`config.mk`:
```
export PLATFORM = sky130hd
export DESIGN_NAME = qary_to_permutation_mapper
export DESIGN_NICKNAME = d
export VERILOG_FILES = /design/src/hw/rtl/qpm_pkg.sv /design/src/hw/rtl/qary_to_permutation_mapper.sv /design/src/hw/rtl/qpm_fifo.sv /design/src/hw/rtl/qpm_front.sv /design/src/hw/rtl/qpm_back.sv
export SDC_FILE = /design/constraint.sdc
export NUM_CORES = 1
export LEC_CHECK = 0
export BUFFER_PORTS_ARGS = -buffer_cell sky130_fd_sc_hd__buf_4
export CAP_MARGIN = 15
export CORE_UTILIZATION = 40
export CTS_CLUSTER_DIAMETER = 100
export DETAILED_ROUTE_END_ITERATION = 10
export HOLD_SLACK_MARGIN = 0.03
export SLEW_MARGIN = 20
export SYNTH_ARGS = -nofsm -noshare
export SYNTH_HDL_FRONTEND = slang
export SYNTH_HIERARCHICAL = 1
export SYNTH_SLANG_ARGS = --single-unit
```
`constraint.sdc`:
```
create_clock -name clk -period 9.6 [get_ports clk]
set_input_delay 0.96 -clock clk [delete_from_list [all_inputs] [get_ports clk]]
set_output_delay 0.96 -clock clk [all_outputs]
set_load 0.005 [all_outputs]
```
`src/hw/rtl/qpm_pkg.sv`:
```
package qpm_pkg;

	localparam int IN_W       = 32;
	localparam int SYM_W      = 4;
	localparam int NUM_SLOTS  = IN_W / SYM_W;
	localparam int Q_W        = 5;
	localparam int N_W        = 4;
	localparam int QB_W       = 3;
	localparam int POS_W      = 7;
	localparam int SUM_W      = POS_W + 1;
	localparam int OUT_W      = 6;
	localparam int CFG_IDX_W  = 2;
	localparam int CFG_DATA_W = 5;
	localparam int MOD_STEPS  = 3;
	localparam int MOD_W      = POS_W + MOD_STEPS - 1;

	localparam logic [CFG_IDX_W-1:0] REG_ALPHABET = 2'd0;
	localparam logic [CFG_IDX_W-1:0] REG_LENGTH   = 2'd1;

	localparam logic [Q_W-1:0] ALPHABET_RST = 5'd2;
	localparam logic [N_W-1:0] LENGTH_RST   = 4'd3;

	typedef struct packed {
		logic [Q_W-1:0]   q_eff;
		logic [QB_W-1:0]  qb;
		logic [N_W-1:0]   n_eff;
		logic [POS_W-1:0] total;
	} cfg_t;

	function automatic logic [QB_W-1:0] sym_bits(input logic [Q_W-1:0] q);
		logic [QB_W-1:0] b;
		priority if (q <= 5'd2) begin
			b = 3'd1;
		end else if (q <= 5'd4) begin
			b = 3'd2;
		end else if (q <= 5'd8) begin
			b = 3'd3;
		end else if (q <= 5'd16) begin
			b = 3'd4;
		end else begin
			b = 3'd5;
		end
		return b;
	endfunction

	function automatic cfg_t derive(input logic [Q_W-1:0] q_raw, input logic [N_W-1:0] n_raw,
			input logic [Q_W-1:0] q_cap, input logic [N_W-1:0] n_cap);
		cfg_t c;
		logic [POS_W-1:0] span;
		c.q_eff = q_raw;
		if (c.q_eff < 5'd2) begin
			c.q_eff = 5'd2;
		end
		if (c.q_eff > q_cap) begin
			c.q_eff = q_cap;
		end
		c.n_eff = n_raw;
		if (c.n_eff == '0) begin
			c.n_eff = 4'd1;
		end
		if (c.n_eff > n_cap) begin
			c.n_eff = n_cap;
		end
		c.qb = sym_bits(c.q_eff);
		span = POS_W'({3'd0, c.n_eff - 4'd1}) * POS_W'({4'd0, c.qb});
		c.total = POS_W'({2'd0, c.q_eff}) + span;
		return c;
	endfunction

	// quotient of a 4-bit value by a modulus of at least 2 fits in three bits
	function automatic logic [SYM_W-1:0] sym_mod(input logic [SYM_W-1:0] v,
			input logic [POS_W-1:0] m);
		logic [MOD_W-1:0] r;
		logic [MOD_W-1:0] d;
		r = MOD_W'(v);
		for (int k = MOD_STEPS - 1; k >= 0; k--) begin
			d = MOD_W'(m) << k;
			if (r >= d) begin
				r = r - d;
			end
		end
		return r[SYM_W-1:0];
	endfunction

endpackage

```
`src/hw/rtl/qary_to_permutation_mapper.sv`:
```
// Channel   Handshake                Payload
// input     start, busy              symbols
// result    strobe (no back-press)   perm_symbol, position, last, symbol_error
// config    cfg_valid, cfg_ready     cfg_index, cfg_data
//
// One vector gives N = q + (n-1)*Q results, one per cycle out of the modulus pipeline.
// A vector occupies the back end for all N of its results; queued vectors follow with no gap.
// A vector passes the front register, the queue write, the issue register and one
// pipeline stage per modulus before its first result appears.
// arst_n clears control state and loads the reset register values.
// busy rises only while the front stage holds a vector and the two-entry queue is full.
module qary_to_permutation_mapper #(
	parameter int MAX_LENGTH   = 8,
	parameter int MAX_ALPHABET = 16
) (
	input  logic                             clk,
	input  logic                             arst_n,
	input  logic                             start,
	output logic                             busy,
	input  logic [qpm_pkg::IN_W-1:0]         symbols,
	output logic                             strobe,
	output logic [qpm_pkg::OUT_W-1:0]        perm_symbol,
	output logic [qpm_pkg::OUT_W-1:0]        position,
	output logic                             last,
	output logic                             symbol_error,
	input  logic                             cfg_valid,
	output logic                             cfg_ready,
	input  logic [qpm_pkg::CFG_IDX_W-1:0]    cfg_index,
	input  logic [qpm_pkg::CFG_DATA_W-1:0]   cfg_data
);

	localparam int FIFO_W = MAX_LENGTH * qpm_pkg::SYM_W + 1;
	localparam logic [qpm_pkg::Q_W-1:0] QCAP =
		qpm_pkg::Q_W'((MAX_ALPHABET > 31) ? 31 : MAX_ALPHABET);
	localparam logic [qpm_pkg::N_W-1:0] NCAP = qpm_pkg::N_W'(MAX_LENGTH);

	logic [qpm_pkg::Q_W-1:0]                   alph_q;
	logic [qpm_pkg::N_W-1:0]                   len_q;
	qpm_pkg::cfg_t                             cfg_q;
	logic                                      push;
	logic                                      push_err;
	logic [MAX_LENGTH-1:0][qpm_pkg::SYM_W-1:0] push_vr;
	logic                                      full;
	logic                                      pop;
	logic                                      rd_valid;
	logic [FIFO_W-1:0]                         rd_data;
	logic [MAX_LENGTH-1:0][qpm_pkg::SYM_W-1:0] rd_vr;

	assign cfg_ready = 1'b1;

	always_ff @(posedge clk or negedge arst_n) begin
		if (!arst_n) begin
			alph_q <= qpm_pkg::ALPHABET_RST;
			len_q  <= qpm_pkg::LENGTH_RST;
			cfg_q  <= qpm_pkg::derive(qpm_pkg::ALPHABET_RST, qpm_pkg::LENGTH_RST, QCAP, NCAP);
		end else begin
			if (cfg_valid && cfg_ready && cfg_index == qpm_pkg::REG_ALPHABET) begin
				alph_q <= cfg_data;
			end
			if (cfg_valid && cfg_ready && cfg_index == qpm_pkg::REG_LENGTH) begin
				len_q <= cfg_data[qpm_pkg::N_W-1:0];
			end
			cfg_q <= qpm_pkg::derive(alph_q, len_q, QCAP, NCAP);
		end
	end

	qpm_front #(
		.MAX_LENGTH(MAX_LENGTH)
	) u_front (
		.clk      (clk),
		.arst_n   (arst_n),
		.cfg      (cfg_q),
		.start    (start),
		.symbols  (symbols),
		.busy     (busy),
		.push     (push),
		.push_err (push_err),
		.push_vr  (push_vr),
		.full     (full)
	);

	qpm_fifo #(
		.WIDTH(FIFO_W),
		.DEPTH(2)
	) u_fifo (
		.clk      (clk),
		.arst_n   (arst_n),
		.push     (push),
		.wr_data  ({push_err, push_vr}),
		.full     (full),
		.pop      (pop),
		.rd_valid (rd_valid),
		.rd_data  (rd_data)
	);

	assign rd_vr = rd_data[FIFO_W-2:0];

	qpm_back #(
		.MAX_LENGTH(MAX_LENGTH)
	) u_back (
		.clk          (clk),
		.arst_n       (arst_n),
		.cfg          (cfg_q),
		.rd_valid     (rd_valid),
		.rd_err       (rd_data[FIFO_W-1]),
		.rd_vr        (rd_vr),
		.pop          (pop),
		.strobe       (strobe),
		.perm_symbol  (perm_symbol),
		.position     (position),
		.last         (last),
		.symbol_error (symbol_error)
	);

endmodule

```
`src/hw/rtl/qpm_fifo.sv`:
```
module qpm_fifo #(
	parameter int WIDTH = 33,
	parameter int DEPTH = 2
) (
	input  logic             clk,
	input  logic             arst_n,
	input  logic             push,
	input  logic [WIDTH-1:0] wr_data,
	output logic             full,
	input  logic             pop,
	output logic             rd_valid,
	output logic [WIDTH-1:0] rd_data
);

	localparam int PTR_W = $clog2(DEPTH);
	localparam int CNT_W = $clog2(DEPTH + 1);
	localparam logic [PTR_W-1:0] LAST_PTR = PTR_W'(DEPTH - 1);
	localparam logic [CNT_W-1:0] FULL_CNT = CNT_W'(DEPTH);

	logic [WIDTH-1:0] mem_q [DEPTH];
	logic [PTR_W-1:0] wr_ptr_q;
	logic [PTR_W-1:0] rd_ptr_q;
	logic [CNT_W-1:0] count_q;
	logic             do_push;
	logic             do_pop;

	assign full     = (count_q == FULL_CNT);
	assign rd_valid = (count_q != '0);
	assign rd_data  = mem_q[rd_ptr_q];
	assign do_push  = push && !full;
	assign do_pop   = pop && rd_valid;

	always_ff @(posedge clk) begin
		if (do_push) begin
			mem_q[wr_ptr_q] <= wr_data;
		end
	end

	always_ff @(posedge clk or negedge arst_n) begin
		if (!arst_n) begin
			wr_ptr_q <= '0;
			rd_ptr_q <= '0;
			count_q  <= '0;
		end else begin
			if (do_push) begin
				wr_ptr_q <= (wr_ptr_q == LAST_PTR) ? '0 : wr_ptr_q + PTR_W'(1);
			end
			if (do_pop) begin
				rd_ptr_q <= (rd_ptr_q == LAST_PTR) ? '0 : rd_ptr_q + PTR_W'(1);
			end
			unique case ({do_push, do_pop})
				2'b10:   count_q <= count_q + CNT_W'(1);
				2'b01:   count_q <= count_q - CNT_W'(1);
				default: count_q <= count_q;
			endcase
		end
	end

endmodule

```
`src/hw/rtl/qpm_front.sv`:
```
module qpm_front #(
	parameter int MAX_LENGTH = 8
) (
	input  logic                                    clk,
	input  logic                                    arst_n,
	input  qpm_pkg::cfg_t                           cfg,
	input  logic                                    start,
	input  logic [qpm_pkg::IN_W-1:0]                symbols,
	output logic                                    busy,
	output logic                                    push,
	output logic                                    push_err,
	output logic [MAX_LENGTH-1:0][qpm_pkg::SYM_W-1:0] push_vr,
	input  logic                                    full
);

	logic                       s1_valid_q;
	logic [qpm_pkg::IN_W-1:0]   vec_s1;
	logic [MAX_LENGTH-1:0]      bad;

	assign busy = s1_valid_q && full;
	assign push = s1_valid_q && !full;

	always_ff @(posedge clk or negedge arst_n) begin
		if (!arst_n) begin
			s1_valid_q <= 1'b0;
		end else if (start && !busy) begin
			s1_valid_q <= 1'b1;
		end else if (push) begin
			s1_valid_q <= 1'b0;
		end
	end

	always_ff @(posedge clk) begin
		if (start && !busy) begin
			vec_s1 <= symbols;
		end
	end

	for (genvar j = 0; j < MAX_LENGTH; j++) begin : g_slot
		localparam logic [qpm_pkg::POS_W-1:0] JV = qpm_pkg::POS_W'(j);
		localparam logic [qpm_pkg::N_W:0]     JN = (qpm_pkg::N_W + 1)'(j);
		logic [qpm_pkg::SYM_W-1:0] v;
		logic [qpm_pkg::POS_W-1:0] m;

		if (j < qpm_pkg::NUM_SLOTS) begin : g_in
			assign v = vec_s1[qpm_pkg::SYM_W*j +: qpm_pkg::SYM_W];
		end else begin : g_zero
			assign v = '0;
		end

		assign m = qpm_pkg::POS_W'({2'd0, cfg.q_eff}) + JV * qpm_pkg::POS_W'({4'd0, cfg.qb});
		assign bad[j] = (JN < {1'b0, cfg.n_eff}) && ({1'b0, v} >= cfg.q_eff);
		assign push_vr[j] = qpm_pkg::sym_mod(v, m);
	end

	assign push_err = |bad;

endmodule

```
`src/hw/rtl/qpm_back.sv`:
```
module qpm_back #(
	parameter int MAX_LENGTH = 8
) (
	input  logic                                      clk,
	input  logic                                      arst_n,
	input  qpm_pkg::cfg_t                             cfg,
	input  logic                                      rd_valid,
	input  logic                                      rd_err,
	input  logic [MAX_LENGTH-1:0][qpm_pkg::SYM_W-1:0] rd_vr,
	output logic                                      pop,
	output logic                                      strobe,
	output logic [qpm_pkg::OUT_W-1:0]                 perm_symbol,
	output logic [qpm_pkg::OUT_W-1:0]                 position,
	output logic                                      last,
	output logic                                      symbol_error
);

	localparam int PW = qpm_pkg::POS_W;
	localparam int SW = qpm_pkg::SUM_W;

	logic                                      act_q;
	logic [PW-1:0]                             pos_q;
	logic                                      err_q;
	logic [MAX_LENGTH-1:0][qpm_pkg::SYM_W-1:0] vr_q;
	logic                                      last_issue;

	logic                                      valid_s [MAX_LENGTH];
	logic [PW-1:0]                             p_s     [MAX_LENGTH];
	logic [PW-1:0]                             i_s     [MAX_LENGTH];
	logic                                      last_s  [MAX_LENGTH];
	logic                                      err_s   [MAX_LENGTH];
	logic [MAX_LENGTH-1:0][qpm_pkg::SYM_W-1:0] vr_s    [MAX_LENGTH];

	assign last_issue = act_q && (pos_q == cfg.total - PW'(1));
	assign pop        = (!act_q || last_issue) && rd_valid;

	always_ff @(posedge clk or negedge arst_n) begin
		if (!arst_n) begin
			act_q <= 1'b0;
			pos_q <= '0;
		end else if (pop) begin
			act_q <= 1'b1;
			pos_q <= '0;
		end else if (last_issue) begin
			act_q <= 1'b0;
		end else if (act_q) begin
			pos_q <= pos_q + PW'(1);
		end
	end

	always_ff @(posedge clk) begin
		if (pop) begin
			vr_q  <= rd_vr;
			err_q <= rd_err;
		end
	end

	for (genvar k = 0; k < MAX_LENGTH; k++) begin : g_stage
		localparam logic [PW-1:0]            KV = PW'(k);
		localparam logic [qpm_pkg::N_W:0]    KN = (qpm_pkg::N_W + 1)'(k);
		logic                                      v_in;
		logic [PW-1:0]                             p_in;
		logic [PW-1:0]                             i_in;
		logic                                      l_in;
		logic                                      e_in;
		logic [MAX_LENGTH-1:0][qpm_pkg::SYM_W-1:0] vr_in;
		logic [PW-1:0]                             m;
		logic [SW-1:0]                             s;
		logic [SW-1:0]                             s_red;
		logic                                      apply;

		if (k == 0) begin : g_head
			assign v_in  = act_q;
			assign p_in  = pos_q;
			assign i_in  = pos_q;
			assign l_in  = last_issue;
			assign e_in  = err_q;
			assign vr_in = vr_q;
		end else begin : g_link
			assign v_in  = valid_s[k-1];
			assign p_in  = p_s[k-1];
			assign i_in  = i_s[k-1];
			assign l_in  = last_s[k-1];
			assign e_in  = err_s[k-1];
			assign vr_in = vr_s[k-1];
		end

		assign m     = PW'({2'd0, cfg.q_eff}) + KV * PW'({4'd0, cfg.qb});
		assign apply = (KN < {1'b0, cfg.n_eff}) && (m > i_in);
		assign s     = {1'b0, p_in} + SW'(vr_in[k]);
		assign s_red = (s >= {1'b0, m}) ? s - {1'b0, m} : s;

		always_ff @(posedge clk or negedge arst_n) begin
			if (!arst_n) begin
				valid_s[k] <= 1'b0;
			end else begin
				valid_s[k] <= v_in;
			end
		end

		always_ff @(posedge clk) begin
			p_s[k]    <= apply ? s_red[PW-1:0] : p_in;
			i_s[k]    <= i_in;
			last_s[k] <= l_in;
			err_s[k]  <= e_in;
			vr_s[k]   <= vr_in;
		end
	end

	assign strobe       = valid_s[MAX_LENGTH-1];
	assign perm_symbol  = p_s[MAX_LENGTH-1][qpm_pkg::OUT_W-1:0];
	assign position     = i_s[MAX_LENGTH-1][qpm_pkg::OUT_W-1:0];
	assign last         = last_s[MAX_LENGTH-1];
	assign symbol_error = err_s[MAX_LENGTH-1];

endmodule

```
==> impl_results.md <==
- Status: complete, no violations
- Post-Route WL: roughly 62 mm
- Tcrit/Tclk final: 76.8%
- Clock transition at the registers of the reported paths: 0.06 ns
- IO Pins: 60
- DR vias: ~19,000
- Core box area: 65,700 µm²
- TritonCTS buffer count: 48
- Die area: 67,600 µm²
- # Max-Cap Violations: 0
- Avg Cell Area, Syn: 10.4 µm²
- Layout cells sized above 1: 11.0%
- Final nets: between 3,000 and 4,000
- H-tree Lvls: 2
- F_max: 136 MHz
- DPL Wire Length: 47.8 mm
- Final Setup Violations: 0
- Clk buf depth: 3
- Critical path arrival: 7.72 ns
- Warnings, synthesis: 6
- Antenna-violating nets left: 0
- Post-CTS Repair Setup Buffers: 0
- Slew HR: 32.4%
- Final hold violations: 0
- CP Data Required Time: 9.95 ns
- Port Buffers: 58
- N_diodes: 0
- Worst-skew pair later-pin latency: slightly above 0.6 ns
- Setup CP Type: reg2reg
- #FFs+latches synth: between 400 and 500
- CP Launch Type: register
- EDFF count, synth: 131
- Antenna violations before repair: 0
- Synth area leaders: dfxtp_1, ha_1, edfxtp_1, fa_1, inv_1
- Number of gates resized after cts: 0
- Minimum clock period: 7.37 ns
- Post-synth top flop: dfxtp_1
- Die height: 260 µm
- Number of global-route vias before repair: 19,200
- Post-CTS Hold Buffers: 0
- Die width: about 260 µm
- Overall routing resource usage: 18.6%
- Clock tree sinks: 418
- DRC: 0
- Slew Viols, Final: 0
- CTS tree: built
- RSZ-0062 raised after global routing: no
- Syn-to-layout area delta: 11.8%
- Post-DR wirelength/cell: 17.5 µm
- Initial DRC Count: 977
- Largest net degree at the start of global routing: 50
- Fraction of registers with async set/reset: between 10% and 20%
- Cell Rows: 94
- Layout Skew: 0.0241 ns
- Library cells used by synthesis: 104
- Fill cells: 6,052
- Synth top area share: 17.9%
- Worst Max-Slew Pin Slew: 1.01 ns
- Dominant cell type by area after synthesis: dfxtp_1
- Clock root cell: clkbuf_16
- Post-synthesis sequential area ratio: 37.3%
- Cells after Synth: approximately 2,600
- CP endpoint kind: register
- Total grt overflow: 0
- Setup TNS: 0 ns
- Starting Density: 40.5%
- First-pass GRT wire length: 100 mm
- Pre-Repair DR Iteration Count: 5
- Critical-path maximum fanout: 14
- Hold/Removal Path Class: reg2reg
- Average vias per placed instance: roughly 5.3
- Final GP Congestion: 0.887
- Post-Syn Area: 26,600 µm²
[cells in the final DEF (no fill, tap or decap), types with 13 or more instances in the layout]
cell type    n
nor2_1     133
a21o_1      89
dfxtp_1    238
or3_1       14
nand2_1    105
dfrtp_1     41
or2_2       15
o211ai_1    16
nand4_1     29
a211oi_1    14
o21ai_0    110
fa_1        74
and2_1      26
o21bai_1    14
o22ai_1     14
nand2b_1    30
nor3_1      33
clkbuf_16   48
a21boi_0    13
nand3_1     29
edfxtp_1   131
ha_1       348
mux2_2      82
buf_4       75
a31oi_1     17
mux2i_1     53
o21a_1      46
inv_1      281
and3_1      18
xnor2_1     90
xor2_1      52
a21oi_1    127
nor2b_1     58
[critical path: stages, from the launching register on]
cell      delay [ns]
dfstp_2         0.86
ha_1            0.38
fa_1            0.64
inv_1           0.38
ha_1            0.20
nor4bb_1        0.31
nor3_1          0.10
nor3_1          0.27
mux2_2          0.41
fa_1            0.43
nor2b_1         0.17
o31a_1          0.16
o21ai_0         0.10
and2_1          0.18
nand2_1         0.19
mux2i_1         0.39
ha_1            0.32
nor2b_1         0.13
o21ai_0         0.21
a31oi_1         0.12
o21ai_0         0.17
o211ai_1        0.12
a311oi_2        0.48
mux2_2          0.40
[synth_stat cells (9+ instances only)]
cell / number
and3_1: 18
a21boi_0: 13
a211oi_1: 14
a31oi_1: 17
mux2i_1: 53
mux2_2: 82
a21o_1: 89
nor2_1: 134
inv_1: 281
xnor2_1: 90
o21bai_1: 14
nor3_1: 33
xor2_1: 52
o21a_1: 46
nand4_1: 29
nand2b_1: 30
and2_1: 26
o211ai_1: 16
o21ai_0: 110
dfxtp_1: 238
edfxtp_1: 131
dfrtp_1: 41
nand2_1: 105
ha_1: 348
o22ai_1: 14
and4_1: 9
or3_1: 14
fa_1: 74
a21oi_1: 127
nand3_1: 29
nor2b_1: 59
clkbuf_1: 15
or2_2: 15
a211o_1: 11
[area by class of cell]
| cell class | count | area (µm²) | area share [%] |
|---|---|---|---|
| multi-input cells | 1832 | 15500 | 52.0 |
| flip-flops and latches | 418 | 9930 | 33.4 |
| clock buffers | 61 | 1300 | 4.37 |
| well taps | 864 | 1080 | 3.63 |
| inverters | 282 | 1060 | 3.56 |
| repair buffers | 76 | 583 | 1.96 |
| clock inverters | 29 | 314 | 1.06 |
[metal layers]
metal / share of wire (%) / track usage (%)
met1: 46 / 23.6
met2: 48 / 32.3
met3: 3.6 / 2.24
met4: 2.9 / 6.83
met5: 0 / 0
[metrics by stage]
stage	hold WS [ns]	setup WS [ns]	area [µm²]	utilization, %	std cells
floorplan	0.310	2.77	26600	-	2560
finish	0.307	2.23	29800	45.3	3562
global route	0.292	1.61	29800	45.3	3562
detailed placement	0.312	2.22	28100	42.8	3471
global placement	0.310	2.35	28100	42.8	3471
CTS	0.289	2.22	29700	45.2	3561
[cells by family (layout without fill, tap and decap cells)]
kind of cell / Yosys count / count (layout) / share of synthesized area, %
buf+inv: 310 / 448 / 4.58
flops: 418 / 418 / 37.3
simple gates: 543 / 543 / 10.6
other cells: 2 / 4 / 0.0282
xor+xnor: 144 / 144 / 4.84
mux: 135 / 135 / 5.46
compound gates: 583 / 583 / 15.2
fa+ha+maj: 423 / 423 / 22.0
[registers in the layout, summed over array words and instances, names as in the netlist]
register / cells
len_q: 4
u_back/g_stage.vr_in: 32
alph_q: 5
u_back/err_s: 8
u_fifo/mem_q: 66
u_back/p_s: 55
u_back/vr_s: 112
u_front/s1_valid_q: 1
u_back/act_q: 1
u_back/strobe: 1
u_front/vec_s1: 32
u_back/last_s: 8
u_back/g_stage.i_in: 7
u_fifo/rd_ptr_q: 1
u_fifo/wr_ptr_q: 1
u_fifo/count_q: 2
u_back/err_q: 1
u_back/g_stage.v_in: 7
cfg_q: 19
u_back/i_s: 55
[final timing paths]
kind,startpoint,to,slack [ns],cells past startpoint
max,cfg_q[11],u_fifo/mem_q[1][6],2.23,23
min reg2reg,u_back/vr_s[1][20],u_back/vr_s[2][20],0.31,0
min in group asynchronous,arst_n,alph_q[0],0.40,1
max in group asynchronous,arst_n,cfg_q[14],8.77,1
max reg2reg,cfg_q[11],u_fifo/mem_q[1][6],2.23,23
min,u_back/vr_s[1][20],u_back/vr_s[2][20],0.31,0
Power is left out: the tool's default activity adds up to more than one toggle a clock period on the data nets, which glitch-free logic cannot reach.
